**config.mk**
```make
export PLATFORM = sky130hd
export DESIGN_NAME = kcs_front
export DESIGN_NICKNAME = d
export VERILOG_FILES = /design/src/rtl/kcs_pkg.sv /design/src/rtl/kcs_front.sv
export SDC_FILE = /design/constraint.sdc
export NUM_CORES = 1
export LEC_CHECK = 0
export ABC_CLOCK_PERIOD_IN_PS = 14200
export BUFFER_PORTS_ARGS = -buffer_cell sky130_fd_sc_hd__clkbuf_2
export CAP_MARGIN = 30
export CORE_ASPECT_RATIO = 0.5
export CORE_UTILIZATION = 35
export DETAILED_ROUTE_END_ITERATION = 7
export SYNTH_ARGS = -nofsm -noshare
export SYNTH_HDL_FRONTEND = slang
export SYNTH_SLANG_ARGS = --single-unit
```
**constraint.sdc**
```tcl
create_clock -name clk -period 14.2 [get_ports clk]
set_input_delay 1.42 -clock clk [delete_from_list [all_inputs] [get_ports clk]]
set_output_delay 1.42 -clock clk [all_outputs]
set_load 0.005 [all_outputs]
```
**src/rtl/kcs_pkg.sv**
```systemverilog
// Package for the keyframe channel sampler: sizes, op codes and item types.
// Used by every module of the block; depends on nothing.
package kcs_pkg;

	localparam int MAX_KEYS    = 64;
	localparam int KEY_AW      = 6;
	localparam int MAX_LANES   = 4;
	localparam int QUEUE_DEPTH = 2;
	localparam int QAW         = 1;

	localparam logic [16:0] FRAC_ONE   = 17'd65536;
	localparam logic [63:0] SQRT_TOP   = 64'h4000_0000_0000_0000;
	localparam logic [4:0]  FRAC_STEPS = 5'd16;
	localparam logic [4:0]  NORM_STEPS = 5'd17;

	localparam logic [1:0] OP_LOAD   = 2'd0;
	localparam logic [1:0] OP_EMPTY  = 2'd1;
	localparam logic [1:0] OP_SAMPLE = 2'd2;

	localparam logic KIND_LOAD   = 1'b0;
	localparam logic KIND_SAMPLE = 1'b1;

	localparam logic REG_KEY_COUNT  = 1'b0;
	localparam logic REG_LANE_COUNT = 1'b1;

	typedef struct packed {
		logic               kind;
		logic [5:0]         key_index;
		logic signed [31:0] key_time;
		logic signed [31:0] value_0;
		logic signed [31:0] value_1;
		logic signed [31:0] value_2;
		logic signed [31:0] value_3;
		logic signed [31:0] query_time;
	} in_item_t;

	typedef struct packed {
		logic signed [31:0] lane_out_0;
		logic signed [31:0] lane_out_1;
		logic signed [31:0] lane_out_2;
		logic signed [31:0] lane_out_3;
		logic [5:0]         base_key;
		logic [16:0]        fraction;
	} result_t;

	typedef struct packed {
		logic [1:0]         op;
		logic [KEY_AW-1:0]  key_index;
		logic signed [31:0] key_time;
		logic [127:0]       vals;
		logic signed [31:0] query_time;
		logic [6:0]         n;
		logic [2:0]         lanes;
	} cmd_t;

	typedef struct packed {
		logic        start;
		logic [4:0]  steps;
		logic [31:0] rem0;
		logic [16:0] low0;
		logic [31:0] divisor;
	} div_req_t;

endpackage

```
**src/rtl/kcs_front.sv**
```systemverilog
// Front end: accepts items, classifies them and queues them for the back end.
// Depends on kcs_pkg.
module kcs_front import kcs_pkg::*; (
	input  logic      clk,
	input  logic      arst_n,
	input  logic      start,
	input  in_item_t  item,
	input  logic [6:0] key_count,
	input  logic [2:0] lane_count,
	output logic      busy,
	input  logic      pop,
	output logic      cmd_valid,
	output cmd_t      cmd
);

	cmd_t           q_mem [QUEUE_DEPTH];
	logic [QAW-1:0] wp_q, rp_q;
	logic [QAW:0]   cnt_q;
	cmd_t           cls;
	logic           push;

	assign busy      = cnt_q == (QAW+1)'(QUEUE_DEPTH);
	assign push      = start && !busy;
	assign cmd_valid = cnt_q != '0;
	assign cmd       = q_mem[rp_q];

	always_comb begin
		cls.key_index  = item.key_index;
		cls.key_time   = item.key_time;
		cls.vals       = {item.value_3, item.value_2, item.value_1, item.value_0};
		cls.query_time = item.query_time;
		cls.n          = (key_count > 7'(MAX_KEYS)) ? 7'(MAX_KEYS) : key_count;
		if (lane_count == 3'd0) begin
			cls.lanes = 3'd1;
		end else if (lane_count > 3'(MAX_LANES)) begin
			cls.lanes = 3'(MAX_LANES);
		end else begin
			cls.lanes = lane_count;
		end
		if (item.kind == KIND_LOAD) begin
			cls.op = OP_LOAD;
		end else if (cls.n == 7'd0) begin
			cls.op = OP_EMPTY;
		end else begin
			cls.op = OP_SAMPLE;
		end
	end

	always_ff @(posedge clk) begin
		if (push) begin
			q_mem[wp_q] <= cls;
		end
	end

	always_ff @(posedge clk or negedge arst_n) begin
		if (!arst_n) begin
			wp_q  <= '0;
			rp_q  <= '0;
			cnt_q <= '0;
		end else begin
			if (push) begin
				wp_q <= wp_q + 1'b1;
			end
			if (pop) begin
				rp_q <= rp_q + 1'b1;
			end
			cnt_q <= cnt_q + (QAW+1)'(push) - (QAW+1)'(pop);
		end
	end

endmodule

```
==> results of run 1 <==
==> cells in the mapped netlist <==
cell      instances
nand2b_1          1
buf_6            21
edfxtp_1        420
inv_1             3
buf_2             2
xnor2_1           3
nor3_1            1
nor2b_1           7
mux2_2          210
a21oi_1           1
or2_2             1
ha_1              2
and3_1            2
clkbuf_1          2
nor4_1            1
nand2_1           1
dfrtp_1           4
nor2_1            1
a21boi_0          1
xor2_1            1
==> layout make-up <==
cell class,instances,area [um^2]
inverters,3,11.26
clock buffers,45,1041
repair buffers,435,2225
diodes,7,17.52
flip-flops and latches,424,12720
multi-input cells,233,2537
fillers,3889,24190
clock inverters,25,177.7
well taps,588,735.7
==> how the worst min path moves through the flow <==
| stage | end | cells past startpoint |
|---|---|---|
| 2_1_floorplan | cnt_q[1] | 1 |
| 6_report | cnt_q[1] | 1 |
| 3_3_place_gp | cnt_q[1] | 1 |
| 4_1_cts | cnt_q[1] | 1 |
| 5_1_grt | cnt_q[1] | 1 |
| 3_5_place_dp | cnt_q[1] | 1 |
==> flip-flops by register name, indices dropped and copies added (netlist names) <==
name and cells:
cnt_q 2, wp_q 1, q_mem 420, rp_q 1
==> cells in the final DEF (no fill, tap or decap), types with 4 or more instances in the layout <==
master / n
clkbuf_1: 4
clkbuf_16: 41
buf_4: 10
diode_2: 7
clkbuf_2: 424
clkinv_1: 8
mux2_2: 210
nor2b_1: 7
clkinv_2: 11
edfxtp_1: 420
==> kinds of logic after synthesis <==
logic type                 count (synthesis)  share of synthesized area (%)
xor gates and xnor gates                   4                         0.2260
buffers and inverters                     28                          1.711
AOI/OAI and AO/OA                          2                        0.08070
muxes                                    210                          15.25
and+or+nand+nor                           15                         0.5649
adders and majority gates                  2                         0.1614
DFF                                      424                          82.00
==> report_power, final <==
group | internal (mW) | switching, mW | total [mW]
clock network | 0.564 | 0.453 | 1.02
registers | 1.71 | 0.0864 | 1.80
logic | 0.500 | 0.551 | 1.05
total | 2.78 | 1.09 | 3.87
==> critical path: stages (launching register included) <==
cell and delay (ps):
dfrtp_4 840, buf_4 600, buf_4 770, mux2_2 420, clkbuf_2 120
==> stage by stage <==
step	instance area, um^2	cells
6_report	19460	1760
3_5_place_dp	18200	1682
4_1_cts	19420	1752
2_1_floorplan	15500	685
5_1_grt	19460	1758
3_3_place_gp	18200	1682
==> metal layers <==
layer	wire [um]	up-vias	global-route usage, %
li1	-	3651	-
met1	12010	3997	14.93
met2	21410	118	30.42
met3	988	73	2.424
met4	1193	2	6.327
met5	12	-	0
==> metrics.txt, run 1 <==
outcome=finished, final reports clean; PortBufs=424; synth-to-layout area growth=25.54%; clk root buf=clkbuf_16; Num CTS Buffers=40; total clock sinks=424; Synth Warn #=0; Die H=150.8 um; routed via count=7841; Hold Path Origin=cnt_q[1]; initial antenna violation count=6; Initial Util=35.52%; CTS tree=done; core footprint=0.04365 mm^2; Clock transition at path regs=60 ps; post-CTS sizing=0; post-DP HPWL=24980 um; routed length per placed instance=20.24 um; antenna-violating nets left=0; Setup CP Type=reg2out; die width=299.6 um; clock buffer depth=3; Syn Area/Cell=22.63 um^2; DRT Wirelength=35620 um; Critical R2R Capture=q_mem[1][138]; vias per inst=4.455; nets@finish=1352; GPL Wtd Cong=0.7959; maximum clock rate=0.2067 GHz; share of layout cells above drive strength 1=60.69%; Worst Setup SP=rp_q; first-pass GRT wire length=49860 um; Max Cap Viol=0; DRC errors left=0; Die ar.=0.04519 mm^2; final hold violations=0; Leak=7.285 nW; fin crit share=34.06%; Initial DRT Pass Iterations=4; Critical R2R Launch=cnt_q[1]; Worst setup SP type=flip-flop; FP Rows=54; Yosys cell types=20; Synth top area share=81.36%; dominant cells by area after synthesis=edfxtp_1 81%, mux2_2 15%, buf_6 1.5%; Overflow after GRT=0; final setup violation count=0; I/O Pins=425; largest net degree at the start of global routing=69; vias in the first global route=8279; Post-CTS Setup Inserts=0; RSZ-0062 raised after global routing=false; Max transition margin=42.86%; final worst slack=9363 ps; Hold WC Path Type=reg2reg; TNS Setup=0 ps; syn_nets=900; gr usage total=14.90%; cells after synthesis=685; Seq/Total Area, Yosys=82.00%; dpl ws=9882 ps; CTS HTree Levels=2; Post-Syn Area=0.01550 mm^2; Slew @ Worst Pin=857.1 ps; Worst R2R Setup Slack=11260 ps; worst r2r path cells=4; 1st-iter DRT viols=403; PD cells=198.7 mW/mm^2; crit path DAT=3420 ps; Setup crit end kind=output pin; post-layout util=44.59%; Req. time, crit path=12780 ps; VDD IR max=0.09105 mV; Clock Skew=16.79 ps; post-synthesis sequential element count=424; WHS=512.6 ps; min Tclk post-route=4837 ps; Max FO, Critical Path=64; max-slew violations=0; post-synth top area cell=edfxtp_1; critical path capture point=cmd[51]; hold buffer count at CTS=0; Worst-Skew Late Latency=530 ps; total power=3.866 mW
No activity file was read; power rests on OpenSTA's default activity.
==> run 2, diff against run 1 <==
--- a/config.mk
+++ b/config.mk
@@ -5,7 +5,7 @@
 export SDC_FILE = /design/constraint.sdc
 export NUM_CORES = 1
 export LEC_CHECK = 0
-export ABC_CLOCK_PERIOD_IN_PS = 14200
+export ABC_CLOCK_PERIOD_IN_PS = 4800
 export BUFFER_PORTS_ARGS = -buffer_cell sky130_fd_sc_hd__clkbuf_2
 export CAP_MARGIN = 30
 export CORE_ASPECT_RATIO = 0.5
==> constraint.sdc (replaced) <==
create_clock -name clk -period 4.8 [get_ports clk]
set_input_delay 0.48 -clock clk [delete_from_list [all_inputs] [get_ports clk]]
set_output_delay 0.48 -clock clk [all_outputs]
set_load 0.005 [all_outputs]
==> metrics.txt, run 2 (synthesized netlist as in run 1, its figures left out) <==
outcome=complete, but fails checks; violated checks=DRC; CTS tree=done; clock buffer depth=3 (unchanged); maximum clock rate=0.3227 GHz; Critical Path, Cell by Cell=buf_12, mux2_2, clkbuf_2; Hold WC Path Type=in2reg; Worst setup SP type=flip-flop; Slew @ Worst Pin=1050 ps (+192.7 ps); Max FO, Critical Path=95 (+48%); Worst path max stage delay=920 ps (+80 ps); Initial DRT Pass Iterations=6 (+2); final setup violation count=0 (unchanged); initial antenna violation count=5 (-1); Worst-Skew Late Latency=530 ps (about the same); Die H=150.8 um (unchanged); largest net degree at the start of global routing=172 (+150%); vias in the first global route=8305 (+0.31%); total clock sinks=424 (unchanged); TNS Setup=0 ps (unchanged); final worst slack=1701 ps (-7662 ps); hold buffer count at CTS=1 (+1); Overflow after GRT=0 (unchanged); RSZ-0062 raised after global routing=false; PortBufs=424 (unchanged); synth-to-layout area growth=25.75%; max reg flops=420 (unchanged); most frequent cells in the layout=424 x clkbuf_2, 420 x edfxtp_1, 210 x mux2_2; vias per inst=4.514 (+1.3%); I/O Pins=425 (unchanged); clk root buf=clkbuf_16; total power=11.52 mW (+200%); Clock Skew=18.23 ps (+1.441 ps); crit path DAT=2620 ps (-800 ps); 1st-iter DRT viols=447 (+11%); GPL Wtd Cong=0.7920 (-0.49%); Max Cap Viol=0 (unchanged); post-DP HPWL=24930 um (-0.17%); gr usage total=14.91% (about the same); critical path's slowest cell=dfrtp_4; routed length per placed instance=20.53 um (+1.5%); Initial Util=35.52% (unchanged); routed via count=7940 (+1.3%); post-CTS sizing=0 (unchanged); Req. time, crit path=4320 ps (-8460 ps); VDD IR max=0.5256 mV (+480%); DRT Wirelength=36120 um (+1.4%); Most flops, register=q_mem; DRC errors left=2 (+2); Largest regs=q_mem: 420 flops, cnt_q: 2 flops; Post-CTS Setup Inserts=0 (unchanged); fin crit share=64.56%; most common cell after layout, fill and taps aside=clkbuf_2; nets@finish=1350 (-0.15%); hold path depth=1 (unchanged); Num CTS Buffers=40 (unchanged); min Tclk post-route=3099 ps; die width=299.6 um (unchanged); Die ar.=0.04519 mm^2 (unchanged); max-slew violations=0 (unchanged); Max transition margin=30.01% (-13 points); Setup CP Type=reg2out; antenna-violating nets left=0 (unchanged); PD cells=590.9 mW/mm^2 (+200%); first-pass GRT wire length=50000 um (+0.28%); Clock transition at path regs=70 ps (about the same); core footprint=0.04365 mm^2 (unchanged); dpl ws=2224 ps (-7658 ps); final hold violations=0 (unchanged); share of layout cells above drive strength 1=60.17% (-0.52 points); worst r2r path cells=3 (-1); CTS HTree Levels=2 (unchanged); FP Rows=54 (unchanged); Leak=7.293 nW (+0.12%); Setup crit end kind=output pin
[run 2: cell count changes in the layout (fill, tap and decap cells not counted), sizes merged]
cell	delta
bufinv	+1
diode	-1
buf	-3
clkinvlp	-2
clkinv	-2
dlygate4sd3	+1
clkbuf	+1
inv	+4
[run 2: power breakdown]
group	internal (mW)	switching [mW]	total, mW
Sequential	5.07	0.263	5.33
Clock	1.73	1.34	3.07
Combinational	1.48	1.64	3.12
[run 2: per-stage QoR]
step | hold WS (ps) | cells | cell area [um^2] | utilization [%]
after global placement | 305.3 | 1680 | 18220 | 41.74
final | 130.0 | 1759 | 19490 | 44.67
after CTS | 99.55 | 1753 | 19480 | 44.63
after detailed placement | 305.9 | 1680 | 18220 | 41.74
after global routing | 102.4 | 1757 | 19490 | 44.65
after floorplan | 184.4 | 685 | 15510 | -
[run 2: layout make-up]
type / instances / area, um^2
tap: 588 / 735.7
antenna: 6 / 15.01
inverter: 3 / 11.26
clock buffer: 46 / 1045
clock inverter: 26 / 205.2
multi-input combinational: 233 / 2537
timing repair buffer: 433 / 2230
fill: 3897 / 24150
sequential: 424 / 12720
[run 2: worst max-delay path, delay by kind of cell, from the launching register on]
kind / cells / cell delay (ps)
DFF: 1 / 920
muxes: 1 / 430
buffers and inverters: 2 / 670
[run 2: routing by layer]
layer / GRT usage (%) / wire, um / vias to the layer above
met5: 0 / 11 / -
met3: 2.596 / 1163 / 72
met4: 5.714 / 900 / 2
li1: - / - / 3641
met1: 16.02 / 12940 / 4060
met2: 29.26 / 21100 / 165
[run 2: path summary, 6_finish.rpt]
check,from,to,slack (ps)
worst min register to register,cnt_q[1],cnt_q[1],520
worst min-delay path,item[16],q_mem[0][26],130
min in group asynchronous,arst_n,rp_q,320
max in group asynchronous,arst_n,rp_q,4320
worst max-delay path,rp_q,cmd[89],1700
worst max register to register,cnt_q[1],q_mem[1][104],2710
